### src/rtl/lsf_pkg.sv
package lsf_pkg;

	// Default sizes, handed down through the top level parameters
	localparam int FIFO_DEPTH_DEF = 64;
	localparam int MAX_REQ_DEF    = 32;

	// Depth of the small queues that decouple the stages
	localparam int CMDQ_DEPTH = 2;
	localparam int RESQ_DEPTH = 2;

	// Field widths fixed by the message format
	localparam int MODE_W   = 2;
	localparam int ID_W     = 5;
	localparam int TOTAL_W  = 6;
	localparam int STATUS_W = 3;

	// Message kinds on the input
	localparam logic [MODE_W-1:0] MODE_REQUEST = 2'd0;
	localparam logic [MODE_W-1:0] MODE_RELEASE = 2'd1;
	localparam logic [MODE_W-1:0] MODE_DONE    = 2'd2;

	// Participant count register
	localparam logic [TOTAL_W-1:0] TOTAL_RESET = 6'd2;
	localparam logic [TOTAL_W-1:0] TOTAL_MIN   = 6'd2;
	localparam logic [TOTAL_W-1:0] TOTAL_LIMIT = 6'd63;

	// Done counter saturates here
	localparam logic [ID_W-1:0] DONE_MAX = 5'd31;

	typedef enum logic [1:0] {
		OP_REQ,
		OP_REL,
		OP_DONE,
		OP_BAD
	} op_t;

	typedef enum logic [STATUS_W-1:0] {
		ST_OK            = 3'd0,
		ST_OVERFLOW      = 3'd1,
		ST_REL_UNLOCKED  = 3'd2,
		ST_UNKNOWN       = 3'd3,
		ST_WAITERS_AT_FIN = 3'd4,
		ST_AFTER_FIN     = 3'd5
	} status_t;

	// Classified command passed from the front to the back
	typedef struct packed {
		op_t             op;
		logic [ID_W-1:0] who;
	} cmd_t;

endpackage

### src/rtl/lsf_queue.sv
module lsf_queue #(
	parameter int WIDTH = 8,
	parameter int DEPTH = 2
) (
	input  logic             clk,
	input  logic             arst_n,
	input  logic             push,
	input  logic [WIDTH-1:0] wdata,
	output logic             full,
	input  logic             pop,
	output logic [WIDTH-1:0] rdata,
	output logic             empty
);

	localparam int PTR_W = (DEPTH > 1) ? $clog2(DEPTH) : 1;
	localparam int CNT_W = $clog2(DEPTH + 1);

	logic [WIDTH-1:0] slot_q [DEPTH];
	logic [PTR_W-1:0] wr_ptr_q;
	logic [PTR_W-1:0] rd_ptr_q;
	logic [CNT_W-1:0] cnt_q;
	logic             do_push;
	logic             do_pop;

	function automatic logic [PTR_W-1:0] ptr_next(input logic [PTR_W-1:0] p);
		ptr_next = (p == PTR_W'(DEPTH - 1)) ? '0 : p + 1'b1;
	endfunction

	assign full    = (cnt_q == CNT_W'(DEPTH));
	assign empty   = (cnt_q == '0);
	assign do_push = push && !full;
	assign do_pop  = pop && !empty;
	assign rdata   = slot_q[rd_ptr_q];

	// Store the entry on a push transfer
	always_ff @(posedge clk) begin
		if (do_push) begin
			slot_q[wr_ptr_q] <= wdata;
		end
	end

	// Advance pointers and occupancy
	always_ff @(posedge clk or negedge arst_n) begin
		if (!arst_n) begin
			wr_ptr_q <= '0;
			rd_ptr_q <= '0;
			cnt_q    <= '0;
		end else begin
			if (do_push) begin
				wr_ptr_q <= ptr_next(wr_ptr_q);
			end
			if (do_pop) begin
				rd_ptr_q <= ptr_next(rd_ptr_q);
			end
			if (do_push && !do_pop) begin
				cnt_q <= cnt_q + 1'b1;
			end else if (do_pop && !do_push) begin
				cnt_q <= cnt_q - 1'b1;
			end
		end
	end

endmodule

### src/rtl/lsf_front.sv
module lsf_front (
	input  logic                    clk,
	input  logic                    arst_n,
	input  logic                    push,
	output logic                    full,
	input  logic [lsf_pkg::MODE_W-1:0] mode,
	input  logic [lsf_pkg::ID_W-1:0]   requester,
	input  logic                    cmd_pop,
	output logic                    cmd_empty,
	output lsf_pkg::cmd_t           cmd
);

	lsf_pkg::cmd_t                     cmd_in;
	logic [$bits(lsf_pkg::cmd_t)-1:0] cmd_raw;

	// Classify the message kind
	always_comb begin
		cmd_in.who = requester;
		case (mode)
			lsf_pkg::MODE_REQUEST: cmd_in.op = lsf_pkg::OP_REQ;
			lsf_pkg::MODE_RELEASE: cmd_in.op = lsf_pkg::OP_REL;
			lsf_pkg::MODE_DONE:    cmd_in.op = lsf_pkg::OP_DONE;
			default:               cmd_in.op = lsf_pkg::OP_BAD;
		endcase
	end

	// Hold classified commands until the back end takes them
	lsf_queue #(
		.WIDTH ($bits(lsf_pkg::cmd_t)),
		.DEPTH (lsf_pkg::CMDQ_DEPTH)
	) u_cmd_queue (
		.clk    (clk),
		.arst_n (arst_n),
		.push   (push),
		.wdata  (cmd_in),
		.full   (full),
		.pop    (cmd_pop),
		.rdata  (cmd_raw),
		.empty  (cmd_empty)
	);

	assign cmd = lsf_pkg::cmd_t'(cmd_raw);

endmodule

### src/rtl/lsf_back.sv
module lsf_back #(
	parameter int FIFO_DEPTH     = lsf_pkg::FIFO_DEPTH_DEF,
	parameter int MAX_REQUESTERS = lsf_pkg::MAX_REQ_DEF,
	parameter int CNT_W          = $clog2(FIFO_DEPTH + 1),
	parameter int RES_W          = 2 + lsf_pkg::ID_W + CNT_W + lsf_pkg::STATUS_W
) (
	input  logic                       clk,
	input  logic                       arst_n,
	input  logic                       cfg_wr_en,
	input  logic [lsf_pkg::TOTAL_W-1:0] cfg_wr_data,
	input  logic                       cmd_empty,
	input  lsf_pkg::cmd_t              cmd,
	output logic                       cmd_pop,
	input  logic                       res_full,
	output logic                       res_push,
	output logic [RES_W-1:0]           res_data
);

	localparam int PTR_W = $clog2(FIFO_DEPTH);
	localparam logic [lsf_pkg::TOTAL_W-1:0] TOTAL_CAP =
		(MAX_REQUESTERS > 63) ? lsf_pkg::TOTAL_LIMIT : lsf_pkg::TOTAL_W'(MAX_REQUESTERS);

	logic [lsf_pkg::ID_W-1:0]    wait_mem [FIFO_DEPTH];
	logic [lsf_pkg::ID_W-1:0]    rd_mem_q;
	logic [lsf_pkg::ID_W-1:0]    byp_data_q;
	logic                        byp_q;
	logic [lsf_pkg::ID_W-1:0]    head_val;

	logic [PTR_W-1:0]            head_q, head_d;
	logic [PTR_W-1:0]            tail_q, tail_d;
	logic [CNT_W-1:0]            cnt_q, cnt_d;
	logic                        lock_q, lock_d;
	logic [lsf_pkg::ID_W-1:0]    done_q, done_d;
	logic                        fin_q, fin_d;
	logic [lsf_pkg::TOTAL_W-1:0] total_q;

	logic                        exec;
	logic                        wr_en;
	logic                        check;
	logic                        gv;
	logic [lsf_pkg::ID_W-1:0]    tgt;
	lsf_pkg::status_t            status;

	function automatic logic [PTR_W-1:0] slot_next(input logic [PTR_W-1:0] p);
		slot_next = (p == PTR_W'(FIFO_DEPTH - 1)) ? '0 : p + 1'b1;
	endfunction

	assign exec     = !cmd_empty && !res_full;
	assign cmd_pop  = exec;
	assign res_push = exec;
	assign head_val = byp_q ? byp_data_q : rd_mem_q;

	// Execute one command and decide the grant
	always_comb begin
		head_d = head_q;
		tail_d = tail_q;
		cnt_d  = cnt_q;
		lock_d = lock_q;
		done_d = done_q;
		fin_d  = fin_q;
		wr_en  = 1'b0;
		check  = 1'b1;
		gv     = 1'b0;
		tgt    = '0;
		status = lsf_pkg::ST_OK;
		if (exec) begin
			if (fin_q) begin
				status = lsf_pkg::ST_AFTER_FIN;
				check  = 1'b0;
			end else begin
				case (cmd.op)
					lsf_pkg::OP_REQ: begin
						if (cnt_q == CNT_W'(FIFO_DEPTH)) begin
							status = lsf_pkg::ST_OVERFLOW;
						end else begin
							wr_en  = 1'b1;
							tail_d = slot_next(tail_q);
							cnt_d  = cnt_q + 1'b1;
						end
					end
					lsf_pkg::OP_REL: begin
						if (!lock_q) begin
							status = lsf_pkg::ST_REL_UNLOCKED;
						end else begin
							lock_d = 1'b0;
						end
					end
					lsf_pkg::OP_DONE: begin
						if (done_q != lsf_pkg::DONE_MAX) begin
							done_d = done_q + 1'b1;
						end
						if ({1'b0, done_d} + 6'd1 >= total_q) begin
							fin_d = 1'b1;
							check = 1'b0;
							if (cnt_q != '0) begin
								status = lsf_pkg::ST_WAITERS_AT_FIN;
							end
						end
					end
					default: begin
						status = lsf_pkg::ST_UNKNOWN;
					end
				endcase
			end
			// Grant the oldest waiter; an empty queue before this step means it is the sender
			if (check && !lock_d && cnt_d != '0) begin
				gv     = 1'b1;
				tgt    = (cnt_q == '0) ? cmd.who : head_val;
				head_d = slot_next(head_q);
				cnt_d  = cnt_d - 1'b1;
				lock_d = 1'b1;
			end
		end
	end

	assign res_data = {gv, tgt, fin_d, cnt_d, status};

	// Write the waiter memory and prefetch the next head entry
	always_ff @(posedge clk) begin
		if (wr_en) begin
			wait_mem[tail_q] <= cmd.who;
		end
		rd_mem_q   <= wait_mem[head_d];
		byp_q      <= wr_en && (tail_q == head_d);
		byp_data_q <= cmd.who;
	end

	// Hold lock and queue state
	always_ff @(posedge clk or negedge arst_n) begin
		if (!arst_n) begin
			head_q <= '0;
			tail_q <= '0;
			cnt_q  <= '0;
			lock_q <= 1'b0;
			done_q <= '0;
			fin_q  <= 1'b0;
		end else begin
			head_q <= head_d;
			tail_q <= tail_d;
			cnt_q  <= cnt_d;
			lock_q <= lock_d;
			done_q <= done_d;
			fin_q  <= fin_d;
		end
	end

	// Clamp the participant count when written
	always_ff @(posedge clk or negedge arst_n) begin
		if (!arst_n) begin
			total_q <= lsf_pkg::TOTAL_RESET;
		end else if (cfg_wr_en) begin
			if (cfg_wr_data < lsf_pkg::TOTAL_MIN) begin
				total_q <= lsf_pkg::TOTAL_MIN;
			end else if (cfg_wr_data > TOTAL_CAP) begin
				total_q <= TOTAL_CAP;
			end else begin
				total_q <= cfg_wr_data;
			end
		end
	end

endmodule

### src/rtl/fifo_lock_server_top.sv
// Channel   Handshake      Payload
// input     push / full    mode, requester
// result    pop / empty    grant_valid, grant_target, finished, queue_length, status
// config    cfg_wr_en      cfg_wr_data (participant count, clamped on write)
//
// One message per cycle sustained while the result queue has room; the back end updates the lock, the waiter
// pointers and the head prefetch of the waiter memory together.
// A pushed message is registered in the command queue; the back end then executes it into the result queue.
// Reset clears pointers, counts, lock and finish state; the waiter memory needs no clearing.
// A full result queue stalls the back end; the command queue then fills and raises full.
module fifo_lock_server_top #(
	parameter int FIFO_DEPTH     = lsf_pkg::FIFO_DEPTH_DEF,
	parameter int MAX_REQUESTERS = lsf_pkg::MAX_REQ_DEF,
	parameter int CNT_W          = $clog2(FIFO_DEPTH + 1)
) (
	input  logic                          clk,
	input  logic                          arst_n,
	input  logic                          cfg_wr_en,
	input  logic [lsf_pkg::TOTAL_W-1:0]   cfg_wr_data,
	input  logic                          push,
	output logic                          full,
	input  logic [lsf_pkg::MODE_W-1:0]    mode,
	input  logic [lsf_pkg::ID_W-1:0]      requester,
	input  logic                          pop,
	output logic                          empty,
	output logic                          grant_valid,
	output logic [lsf_pkg::ID_W-1:0]      grant_target,
	output logic                          finished,
	output logic [CNT_W-1:0]              queue_length,
	output logic [lsf_pkg::STATUS_W-1:0]  status
);

	localparam int RES_W = 2 + lsf_pkg::ID_W + CNT_W + lsf_pkg::STATUS_W;

	lsf_pkg::cmd_t    cmd;
	logic             cmd_empty;
	logic             cmd_pop;
	logic             res_full;
	logic             res_push;
	logic [RES_W-1:0] res_in;
	logic [RES_W-1:0] res_out;

	lsf_front u_front (
		.clk       (clk),
		.arst_n    (arst_n),
		.push      (push),
		.full      (full),
		.mode      (mode),
		.requester (requester),
		.cmd_pop   (cmd_pop),
		.cmd_empty (cmd_empty),
		.cmd       (cmd)
	);

	lsf_back #(
		.FIFO_DEPTH     (FIFO_DEPTH),
		.MAX_REQUESTERS (MAX_REQUESTERS),
		.CNT_W          (CNT_W),
		.RES_W          (RES_W)
	) u_back (
		.clk         (clk),
		.arst_n      (arst_n),
		.cfg_wr_en   (cfg_wr_en),
		.cfg_wr_data (cfg_wr_data),
		.cmd_empty   (cmd_empty),
		.cmd         (cmd),
		.cmd_pop     (cmd_pop),
		.res_full    (res_full),
		.res_push    (res_push),
		.res_data    (res_in)
	);

	// Hold results until the consumer takes them
	lsf_queue #(
		.WIDTH (RES_W),
		.DEPTH (lsf_pkg::RESQ_DEPTH)
	) u_res_queue (
		.clk    (clk),
		.arst_n (arst_n),
		.push   (res_push),
		.wdata  (res_in),
		.full   (res_full),
		.pop    (pop),
		.rdata  (res_out),
		.empty  (empty)
	);

	// Split the result word into fields
	assign status       = res_out[lsf_pkg::STATUS_W-1:0];
	assign queue_length = res_out[lsf_pkg::STATUS_W +: CNT_W];
	assign finished     = res_out[lsf_pkg::STATUS_W + CNT_W];
	assign grant_target = res_out[lsf_pkg::STATUS_W + CNT_W + 1 +: lsf_pkg::ID_W];
	assign grant_valid  = res_out[RES_W-1];

	// No grant on the finishing step or after it
	assert property (@(posedge clk) disable iff (!arst_n)
		!empty && grant_valid |-> !finished)
		else $error("grant reported together with finished");

	// Messages after finish report finished
	assert property (@(posedge clk) disable iff (!arst_n)
		!empty && status == lsf_pkg::ST_AFTER_FIN |-> finished)
		else $error("after-finish status without finished flag");

	// Waiter count never exceeds the memory depth
	assert property (@(posedge clk) disable iff (!arst_n)
		!empty |-> queue_length <= CNT_W'(FIFO_DEPTH))
		else $error("queue length beyond waiter memory depth");

	// Every command taken by the back end yields exactly one result
	assert property (@(posedge clk) disable iff (!arst_n)
		cmd_pop == res_push && (!cmd_pop || (!cmd_empty && !res_full)))
		else $error("command and result transfers out of step");

endmodule

### config.mk
export PLATFORM = sky130hd
export DESIGN_NAME = fifo_lock_server_top
export DESIGN_NICKNAME = d
export VERILOG_FILES = /design/src/rtl/lsf_pkg.sv /design/src/rtl/lsf_queue.sv /design/src/rtl/lsf_front.sv /design/src/rtl/lsf_back.sv /design/src/rtl/fifo_lock_server_top.sv
export SDC_FILE = /design/constraint.sdc
export NUM_CORES = 1
export LEC_CHECK = 0
export ABC_AREA = 1
export BUFFER_PORTS_ARGS = -buffer_cell sky130_fd_sc_hd__buf_2
export CAP_MARGIN = 15
export CORE_UTILIZATION = 55
export DETAILED_ROUTE_END_ITERATION = 6
export GPL_TIMING_DRIVEN = 0
export PLACE_DENSITY = 0.71
export SYNTH_ARGS = -nofsm -noshare
export SYNTH_HDL_FRONTEND = slang
export SYNTH_SLANG_ARGS = --single-unit
### constraint.sdc
create_clock -name clk -period 8.5 [get_ports clk]
set_input_delay 1.275 -clock clk [delete_from_list [all_inputs] [get_ports clk]]
set_output_delay 1.275 -clock clk [all_outputs]
set_load 0.005 [all_outputs]
Word level (Yosys, flattened, before mapping)
Memories as Yosys holds them, arrays and structs flattened. A register that Yosys moved wholly into a read port is not among the register bits.
Index checks and enable logic that the tools add are counted.
{"block": "word_totals", "n_memories": 3, "inputBits": 18, "output_inout_bits": 19, "romBits": 0, "latchBits": 0, "mem_bits_rw": 368, "elab_cells": 140, "ff_bits": 46}
{"block": "op_classes", "add_sub_neg": 14, "muxes": 60, "multipliers": 0, "div": 0, "eq_ne": 11, "bitwise": 2, "order_cmp": 3, "shifts": 0, "reduce_logical": 32}
{"name": "u_back.wait_mem", "words": 64, "word_bits": 5, "read_ports": 1, "rd_ports_with_merged_regs": 1, "write_ports": 1, "line_no": "lsf_back.sv:23", "source": "logic [lsf_pkg::ID_W-1:0] wait_mem [FIFO_DEPTH];"}
{"name": "u_res_queue.slot_q", "words": 2, "word_bits": 17, "read_ports": 1, "rd_ports_with_merged_regs": 0, "write_ports": 1, "line_no": "lsf_queue.sv:18", "source": "logic [WIDTH-1:0] slot_q [DEPTH];"}
{"name": "u_front.u_cmd_queue.slot_q", "words": 2, "word_bits": 7, "read_ports": 1, "rd_ports_with_merged_regs": 0, "write_ports": 1, "line_no": "lsf_queue.sv:18"}
{"operator": "$mux W7", "count": 6}
{"operator": "$mux W5", "count": 8}
{"operator": "$mux W6", "count": 6}
{"operator": "$mux W1", "count": 29}
{"operator": "$reduce_bool A7 Y1", "count": 2}
{"operator": "$add A6 B1 Y6 const B", "count": 2}
{"operator": "$eq A6 B6 Y1 const B", "count": 2}
{"operator": "$logic_and A1 B1 Y1", "count": 12}
{"operator": "$mux W3", "count": 4}
{"operator": "$mux W2", "count": 5}
{"operator": "$logic_not A1 Y1", "count": 9}
{"operator": "$pmux W3 S3", "count": 1}
{"operator": "$eq A2 B2 Y1 const B", "count": 4}
{"operator": "$logic_not A2 Y1", "count": 4}
{"operator": "$add A7 B1 Y7 const B", "count": 1}
{"operator": "$eq A7 B7 Y1 const B", "count": 1}
{"operator": "$logic_not A7 Y1", "count": 1}
{"operator": "$sub A7 B1 Y7 const B", "count": 1}
{"operator": "$add A5 B1 Y6 const B", "count": 1}
{"operator": "$eq A6 B6 Y1", "count": 1}
{"operator": "$ge A6 B6 Y1", "count": 1}
{"operator": "$gt A6 B6 Y1 const B", "count": 1}
{"operator": "$lt A6 B2 Y1 const B", "count": 1}
{"operator": "$pmux W2 S3", "count": 1}
{"operator": "10 further kinds", "count": 18}

Depth between registers and ports, before layout
Gate-level depths: netlist (run 1).
{"block": "depth", "ltp_word": 17, "ltp_mapped": 31}

Hierarchy
From an unflattened synthesis (run 1), not the netlist that was laid out.
{"block": "hier_totals", "cells_unflattened": 1950, "area_unflattened_um2": 19282.2}
{"mod": "lsf_back", "cells_each": 1760, "area_each_um2": 17056.4, "instances": 1}
{"mod": "lsf_queue (u_res_queue)", "cells_each": 120, "area_each_um2": 1480.2, "instances": 1}
{"mod": "lsf_queue (u_front.u_cmd_queue)", "cells_each": 68, "area_each_um2": 738.2, "instances": 1}
{"mod": "lsf_front", "cells_each": 2, "area_each_um2": 7.5, "instances": 1}

Worst setup path after synthesis (run 1)
Ideal clock, no wire load.
{"block": "synth_path", "path_kind": "register -> register", "startpoint": "reg u_back.done_q[0] in the netlist's numbering", "endpoint": "reg u_back.rd_mem_q[0] in the netlist's numbering (read register of u_back.wait_mem)", "path_slack_ps": 4618, "arrival_ps": 3768, "path_stages_with_launch": 25, "required_time_ps": 8386, "path_cell_list": "dfrtp_1 ha_1 nand3_1 nor2_1 inv_1 o21ai_0 ha_1 nand3_1 xor2_1 ha_1 nand2_1 nor2_1 nor2_1 nand2_1 nand2_1 inv_1 nor2_1 nand3_4 buf_6 or2_2 xor2_1 buf_4 nand3_1 nand3_1 nand2_1"}
{"block": "synth_between", "elab_chain_len": 15, "elab_cells_between_ends": 16, "classes_between": "2 x add/sub; 1 x order compare; 1 x eq/ne; 10 x mux; 2 x reduce/logical"}
{"item": "start: declaration", "line_no": "lsf_back.sv:33", "source": "logic [lsf_pkg::ID_W-1:0] done_q, done_d;"}
{"item": "start signal: assignment", "line_no": "lsf_back.sv:142", "source": "done_q <= done_d;"}
{"item": "$add A5 B1 Y5 or $ne A5 B5 Y1 (tied branches)", "line_no": "lsf_back.sv:90, lsf_back.sv:89"}
{"item": "$mux W5 *", "line_no": "lsf_back.sv:89", "source": "if (done_q != lsf_pkg::DONE_MAX) begin"}
{"item": "$mux W5 *", "line_no": "lsf_back.sv:71", "source": "case (cmd.op)"}
{"item": "$mux W5 *", "line_no": "lsf_back.sv:67", "source": "if (fin_q) begin"}
{"item": "$mux W5 *", "line_no": "lsf_back.sv:66", "source": "if (exec) begin"}
{"item": "$add A5 B1 Y6 *", "line_no": "lsf_back.sv:92", "source": "if ({1'b0, done_d} + 6'd1 >= total_q) begin"}
{"item": "$ge A6 B6 Y1 *", "line_no": "lsf_back.sv:92"}
{"item": "$mux W1 *", "line_no": "lsf_back.sv:92"}
{"item": "$mux W1 *", "line_no": "lsf_back.sv:71"}
{"item": "$mux W1 *", "line_no": "lsf_back.sv:67"}
{"item": "$mux W1 *", "line_no": "lsf_back.sv:66"}
{"item": "$logic_and A1 B1 Y1 * (2 in series)", "line_no": "lsf_back.sv:106", "source": "if (check && !lock_d && cnt_d != '0) begin"}
{"item": "$mux W6 *", "line_no": "lsf_back.sv:106"}
{"item": "$mux W6 *", "line_no": "lsf_back.sv:66"}
{"item": "via u_back.head_d[4]", "line_no": "lsf_back.sv:29", "source": "logic [PTR_W-1:0] head_q, head_d;"}
{"item": "end: declaration", "line_no": "lsf_back.sv:24", "source": "logic [lsf_pkg::ID_W-1:0] rd_mem_q;"}
The timed path passes the listed nets; every way through them passes the cells marked *. The select of a mux whose other input is x is not followed.
A chain may end at the register's enable or synchronous reset.

Worst setup path after layout (run 1)
{"block": "layout_path", "startpoint": "reg u_back.done_q[0] in the netlist's numbering", "endpoint": "reg u_back.rd_mem_q[3] in the netlist's numbering (read register of u_back.wait_mem)"}
{"block": "layout_between", "elab_chain_len": 15, "elab_cells_between_ends": 16, "classes_between": "2 x add/sub; 1 x order compare; 1 x eq/ne; 10 x mux; 2 x reduce/logical"}
{"item": "$add A5 B1 Y5 or $ne A5 B5 Y1 (tied branches)", "line_no": "lsf_back.sv:90, lsf_back.sv:89"}
{"item": "$mux W5 *", "line_no": "lsf_back.sv:89"}
{"item": "$mux W5 *", "line_no": "lsf_back.sv:71"}
{"item": "$mux W5 *", "line_no": "lsf_back.sv:67"}
{"item": "$mux W5 *", "line_no": "lsf_back.sv:66"}
{"item": "$add A5 B1 Y6 *", "line_no": "lsf_back.sv:92"}
{"item": "$ge A6 B6 Y1 *", "line_no": "lsf_back.sv:92"}
{"item": "$mux W1 *", "line_no": "lsf_back.sv:92"}
{"item": "$mux W1 *", "line_no": "lsf_back.sv:71"}
{"item": "$mux W1 *", "line_no": "lsf_back.sv:67"}
{"item": "$mux W1 *", "line_no": "lsf_back.sv:66"}
{"item": "$logic_and A1 B1 Y1 * (2 in series)", "line_no": "lsf_back.sv:106"}
{"item": "$mux W6 *", "line_no": "lsf_back.sv:106"}
{"item": "$mux W6 *", "line_no": "lsf_back.sv:66"}
Every way passes the cells marked *; elsewhere a longest branch is shown, timed or not. The select of a mux whose other input is x is not followed.

==> results by group, run 1 <==
Status
  – Status: complete, no violations

Setup path
  – Most frequent CP cell: nand3_1
  – CP max FO: 10
  – Data required, critical path: 8970 ps
  – Arrival time at the worst endpoint: 5720 ps
  – CP startpoint kind: register
  – CP max stage cell: o21ai_2
  – Slowest stage delay, CP: 660 ps
  – Critical path buffers and inverters: 4
  – CP delay by family, top: simple AND/OR/NAND/NOR gates
  – WS Path Type: reg2reg
  – CP Capture Type: register

STA
  – Setup TNS Final: 0 ps
  – Worst-Margin Slew: 1080 ps
  – Post-Route Skew: 16.1 ps
  – RSZ-0062 raised after global routing: false
  – Normalized max-slew margin: 27.6%
  – Final period utilization: 61.8%
  – Final Critical Period: 5250 ps
  – Final setup fails: 0
  – F_max: 0.190 GHz
  – Final count of hold timing violations: 0
  – Slew Viols, Final: 0
  – Final Worst Setup Slack: 3250 ps

CTS
  – Clk_lat worst skew: 540 ps
  – Num CTS Buffers: 42
  – CTS Hold Bufs: 0
  – TritonCTS clock tree: built
  – Post-CTS Setup Bufs: 0
  – Clock buffer depth: 3
  – H-tree lvl count: 2
  – Worst-path clk slew: 60 ps
  – Root Driver: clkbuf_16
  – Cts repair resizes: 0
  – CTS sink cnt: 419

Synthesis
  – Ys Warns: 0
  – Cell variety after synth: 41
  – Post-synth EDFFs: 368
  – Synthesized Nets: 1967
  – Cell area after synthesis: 19100 sq um
  – Top_reg_cell synth: edfxtp_1
  – Asr flop ratio synth: 9.55%
  – Post-Syn Instances: 1929
  – Post-synthesis sequential area ratio: 64.1%
  – Synthesized area per cell: 9.93 sq um
  – #FFs+latches synth: 419

Detailed routing
  – Vias per cell: 5.48
  – Post-route DRC: 0
  – Antenna-violating nets left: 0
  – Initial DRC count: 1278
  – Total wire length: 47500 microns
  – DR WL/cell: 19.1 microns
  – Vias: 13600
  – 1st-pass router iterations: 6

Global routing
  – First-pass GRT wire length: 72700 microns
  – Largest net degree at the start of global routing: 67
  – Number of global-route vias before repair: 13000
  – GRT Total Usage: 27.2%
  – Initial antenna violation count: 0
  – GR Overflow Total: 0

Power and ir drop
  – Power Dens Cells: 397 nW/um^2
  – Final Total Pwr: 8.45 mW
  – Worst VDD drop: 207 uV
  – Leakage: 9.13 nW

Die
  – DIE AREA: 35600 sq um
  – Die H: 189 microns
  – Core box area: 33900 sq um
  – Rows: 67
  – Starting Density: 56.5%
  – IO Pins: 37
  – Die W: 189 microns

Place
  – Routability-driven placement congestion ratio: 0.978
  – Pre-CTS setup slack: 3350 ps
  – PortBufs: 34
  – Post-DP HPWL: 32300 microns
  – Cells after DPL: 2415

Finish
  – Fin util: 62.8%
  – Fill cells: 2745
  – Nets@finish: 2049
  – Area delta synth->final: 11.1%
  – Most common library cell in the layout ignoring fill and taps: nand2_1
  – Share of layout cells above drive strength 1: 9.25%
  – Diodes inserted: 0
  – Cell Count, Final, Fillers Out: 2491
  – Commonest non-fill, non-tap cells in the layout: 462 x nand2_1, 368 x edfxtp_1, 347 x inv_1

Hold path
  – HP Class: reg2reg

Flow run
  – Max cap viols: 0
-- worst paths after layout --
kind                                   from                            to  slack [ps]  cells after the start
min in group asynchronous            arst_n              u_back.done_q[4]         920                      1
max                        u_back.done_q[0]            u_back.rd_mem_q[3]        3250                     26
max reg2reg                u_back.done_q[0]            u_back.rd_mem_q[3]        3250                     26
min reg2reg                u_back.done_q[4]              u_back.done_q[4]         470                      2
max in group asynchronous            arst_n  u_front.u_cmd_queue.wr_ptr_q        6960                      1
min                        u_back.done_q[4]              u_back.done_q[4]         470                      2
-- cell type report --
type | count | area, sq um | area share (%)
buffer | 79 | 432 | 2.03
clock buffer | 58 | 1150 | 5.41
sequential | 419 | 12300 | 57.7
tap | 448 | 561 | 2.63
timing repair buffer | 38 | 225 | 1.06
inverter | 354 | 1330 | 6.24
multi-input combinational | 1077 | 5140 | 24.2
clock inverter | 18 | 169 | 0.794
-- sequential cells by signal, summed over array words and instances, names as in the netlist, 2 cells and up, named ones only --
name                        flops
u_back.done_q                   4
u_back.wait_mem               320
u_res_queue.cnt_q               2
u_back.byp_data_q               5
u_back.head_q                   6
u_front.u_cmd_queue.slot_q     14
u_back.total_q                  6
u_back.rd_mem_q                 5
u_back.tail_q                   6
u_res_queue.slot_q             34
u_front.u_cmd_queue.cnt_q       2
u_back.cnt_q                    7
-- routing by layer --
metal	part of all wire [%]	up-vias	GRT usage [%]	wire length, microns
li1	-	6430	-	-
met1	40	6402	36.4	19000
met2	46	678	44.1	21900
met3	9.6	129	4.99	4580
met4	4.3	0	10.6	2060
met5	0	-	0	0
-- worst reg2reg max path, stage by stage (launching register included) --
cell	delay, ps
dfrtp_1	410
ha_1	200
nand3_1	120
nor2_1	250
inv_1	110
o21ai_0	250
ha_1	240
nand3_1	100
xor2_1	160
ha_1	290
nand2_1	80
nor2_1	50
nor2_1	90
nand2_1	100
nand2_1	70
inv_1	50
nor2_1	400
nand3_4	180
buf_6	180
o21ai_2	660
buf_4	350
nand3_1	130
nand3_1	120
nand3_1	120
nand3_1	140
nand3_1	180
nand2_1	160
-- through the flow --
step,instance area (sq um),hold slack [ps]
global placement,19900,453
detailed placement,20000,467
floorplan,19100,439
global route,21300,506
finish,21300,471
CTS,21300,481
-- Yosys cell counts, types with 6 or more instances --
cell / number / share of area [%]
inv_1: 347 / 6.8
nor3_1: 9 / 0.24
clkbuf_1: 19 / 0.37
nand2_2: 6 / 0.20
nand4_1: 7 / 0.23
nand3b_1: 25 / 0.98
dfrtp_1: 39 / 5.1
o21ai_0: 28 / 0.73
mux2_2: 7 / 0.41
edfxtp_1: 368 / 58
nor2_1: 116 / 2.3
nand2_1: 467 / 9.2
a21oi_1: 13 / 0.34
buf_2: 36 / 0.94
dfxtp_1: 11 / 1.1
nand3_1: 332 / 8.7
xor2_1: 18 / 0.82
buf_4: 20 / 0.78
ha_1: 20 / 1.3
-- logic make-up after synthesis --
group	after synthesis	share of synthesized area (%)
xor gates and xnor gates	25	1.22
DFF	419	64.1
adders and majority gates	20	1.31
and+or+nand+nor	971	22.2
muxes	7	0.412
buffers and inverters	433	9.19
AOI/OAI and AO/OA	54	1.62
-- where the power goes --
| part | switching (mW) | total [mW] | internal [mW] |
|---|---|---|---|
| Combinational | 2.74 | 3.80 | 1.07 |
| Clock | 0.757 | 1.80 | 1.04 |
| Sequential | 0.0990 | 2.85 | 2.75 |
Power figures use the tool's default switching activity.
==> inputs of run 2 (changes only) <==
==> constraint.sdc (replaced) <==
create_clock -name clk -period 5.5 [get_ports clk]
set_input_delay 0.825 -clock clk [delete_from_list [all_inputs] [get_ports clk]]
set_output_delay 0.825 -clock clk [all_outputs]
set_load 0.005 [all_outputs]
==> run 2 against run 1 <==
Against the previous run:
- worst hold slack got worse by 9.8 ps
- critical path depth fell by 3
- sequential power rose by 55%
- combinational power rose by 55%
- register-to-register slack got worse by 2600 ps
- non-clock buffer count did not move
- first-iteration DRC count rose by 7.6%
- routed wire length barely moved
- clock power rose by 54%
- flip-flop and latch count did not move
- critical path type unchanged
- largest cell class unchanged
==> results by group, run 2 (synthesis results as in run 1) <==
Place
  – Pre-CTS setup slack: 347 ps (was 3350 ps)
  – Routability-driven placement congestion ratio: 0.978 (unchanged)
  – Dpl cell area: 20000 sq um (unchanged)
  – Post-DP HPWL: 32300 microns (unchanged)
  – PortBufs: 34 (unchanged)

STA
  – Final count of hold timing violations: 0 (unchanged)
  – Post-Route Skew: 18.5 ps (was 16.1 ps)
  – Final Critical Period: 4870 ps (was 5250 ps)
  – Final period utilization: 88.5% (was 61.8%)
  – Setup TNS Final: 0 ps (unchanged)
  – Slew Viols, Final: 0 (unchanged)
  – Final Worst Setup Slack: 633 ps (was 3250 ps)
  – Normalized max-slew margin: 24.8% (was 27.6%)
  – Worst-Margin Slew: 1120 ps (was 1080 ps)
  – RSZ-0062 raised after global routing: false (unchanged)
  – Final setup fails: 0 (unchanged)
  – F_max: 0.205 GHz (was 0.190 GHz)

Power and ir drop
  – Final Total Pwr: 13.1 mW (was 8.45 mW)
  – Leakage: 9.14 nW (was 9.13 nW)
  – Worst VDD drop: 321 uV (was 207 uV)
  – Power Dens Cells: 614 nW/um^2 (was 397 nW/um^2)

Global routing
  – Largest net degree at the start of global routing: 67 (unchanged)
  – GRT Total Usage: 27.2% (unchanged)
  – GR Overflow Total: 0 (unchanged)
  – Number of global-route vias before repair: 13000 (unchanged)
  – First-pass GRT wire length: 72700 microns (unchanged)
  – Initial antenna violation count: 0 (unchanged)

Setup path
  – Most frequent CP cell: nand3_1 (unchanged)
  – CP startpoint kind: register (unchanged)
  – CP max stage cell: dfrtp_1 (was o21ai_2)
  – CP Capture Type: register (unchanged)
  – WS Path Type: reg2reg (unchanged)
  – CP cell instances: inv_1 > or2_2 > o21ai_0 > ha_1 > inv_1 > nor2_1 > nand2_1 > xor2_1 > ha_1 > inv_1 > nor2_1 > nand2_2 > nand3_4 > nand2_1 > nand2_2 > buf_1 > nand2_1 > nand3_1 > nand3_1 > nand3_1 > nand3_1 > nand3_1 > nand2_1
  – Data required, critical path: 5910 ps (was 8970 ps)
  – CP max FO: 10 (unchanged)
  – Arrival time at the worst endpoint: 5280 ps (was 5720 ps)
  – Slowest stage delay, CP: 480 ps (was 660 ps)

CTS
  – CTS sink cnt: 419 (unchanged)
  – CTS Hold Bufs: 0 (unchanged)
  – Worst-path clk slew: 60 ps (about the same)
  – Clk_lat worst skew: 540 ps (about the same)
  – Num CTS Buffers: 42 (unchanged)
  – TritonCTS clock tree: built (unchanged)
  – H-tree lvl count: 2 (unchanged)
  – Root Driver: clkbuf_16 (unchanged)
  – Clock buffer depth: 3 (unchanged)

Die
  – Die H: 189 microns (unchanged)
  – IO Pins: 37 (unchanged)
  – Die W: 189 microns (unchanged)
  – DIE AREA: 35600 sq um (unchanged)
  – Core box area: 33900 sq um (unchanged)
  – Starting Density: 56.5% (unchanged)
  – Rows: 67 (unchanged)

Finish
  – Fill cells: 2743 (was 2745)
  – Share of layout cells above drive strength 1: 9.45% (was 9.25%)
  – Diodes inserted: 0 (unchanged)
  – Design Area, Final: 21300 sq um (about the same)
  – Fin util: 62.9% (was 62.8%)
  – Largest register by flop count: u_back.wait_mem (unchanged)
  – Nets@finish: 2049 (unchanged)
  – Most common library cell in the layout ignoring fill and taps: nand2_1 (unchanged)
  – Commonest non-fill, non-tap cells in the layout: 462 x nand2_1, 368 x edfxtp_1, 347 x inv_1 (unchanged)
  – Area delta synth->final: 11.2% (was 11.1%)
  – Flip-flop count of the largest register after layout: 320 (unchanged)
  – Largest registers: u_back.wait_mem: 320 flops, u_res_queue.slot_q: 34 flops, u_front.u_cmd_queue.slot_q: 14 flops (unchanged)

Flow run
  – Max cap viols: 0 (unchanged)

Detailed routing
  – DR WL/cell: 19.1 microns (about the same)
  – Total wire length: 47500 microns (about the same)
  – 1st-pass router iterations: 6 (unchanged)
  – Post-route DRC: 0 (unchanged)
  – Initial DRC count: 1375 (was 1278)
  – Antenna-violating nets left: 0 (unchanged)
  – Vias: 13600 (about the same)
  – Vias per cell: 5.46 (was 5.48)

Hold path
  – HP Class: in2async (was reg2reg)

Status
  – Status: complete, no violations (unchanged)
[run 2: worst max-delay path, delay by kind of cell (launching register included)]
kind	cells	cell delay, ps
and+or+nand+nor	15	2350
buffers and inverters	4	760
adders and majority gates	2	550
DFF	1	480
xor gates and xnor gates	1	360
AOI/OAI and AO/OA	1	210
[run 2: timing repair]
item | in CTS | in global routing
setup buffers | 0 | 0
gates resized for setup | 0 | 8
setup endpoints to repair | 0 | 5
[run 2: final timing paths]
check | start | endpoint | slack [ps] | depth (start not counted)
max in group asynchronous | arst_n | u_back.cnt_q[5] | 4420 | 1
min | arst_n | u_back.done_q[4] | 460 | 1
max reg2reg | u_front.u_cmd_queue.rd_ptr_q | u_back.rd_mem_q[1] | 630 | 23
min reg2reg | u_back.done_q[4] | u_back.done_q[4] | 470 | 2
min in group clk | u_back.done_q[4] | u_back.done_q[4] | 470 | 2
max | u_front.u_cmd_queue.rd_ptr_q | u_back.rd_mem_q[1] | 630 | 23
[run 2: layout make-up]
| class | count | area (sq um) | area share [%] |
|---|---|---|---|
| Multi-Input combinational cell | 1077 | 5150 | 24.2 |
| Inverter | 354 | 1330 | 6.24 |
| Clock inverter | 18 | 169 | 0.793 |
| Timing Repair Buffer | 38 | 225 | 1.06 |
| Sequential cell | 419 | 12300 | 57.6 |
| Clock buffer | 58 | 1150 | 5.41 |
| Tap cell | 448 | 561 | 2.63 |
| Buffer | 79 | 435 | 2.04 |
[run 2: power breakdown]
group | internal [mW] | total [mW] | leakage [nW] | switching, mW
sequential | 4.25 | 4.41 | 3.94 | 0.152
clock | 1.61 | 2.77 | 0.638 | 1.16
combinational | 1.66 | 5.90 | 4.56 | 4.25
[run 2: metal layers]
metal	GRT usage [%]	wire, microns	up-vias
met1	36.4	18800	6366
met4	10.6	2050	0
met3	4.99	4650	141
met2	44.1	22000	671
met5	0	0	-
li1	-	-	6430
[run 2: stage by stage]
stage                     instances  hold WS, ps
after global placement         2411          453
after detailed placement       2415          467
after CTS                      2491          464
after global routing           2491          463
final                          2491          461
after floorplan                1929          439
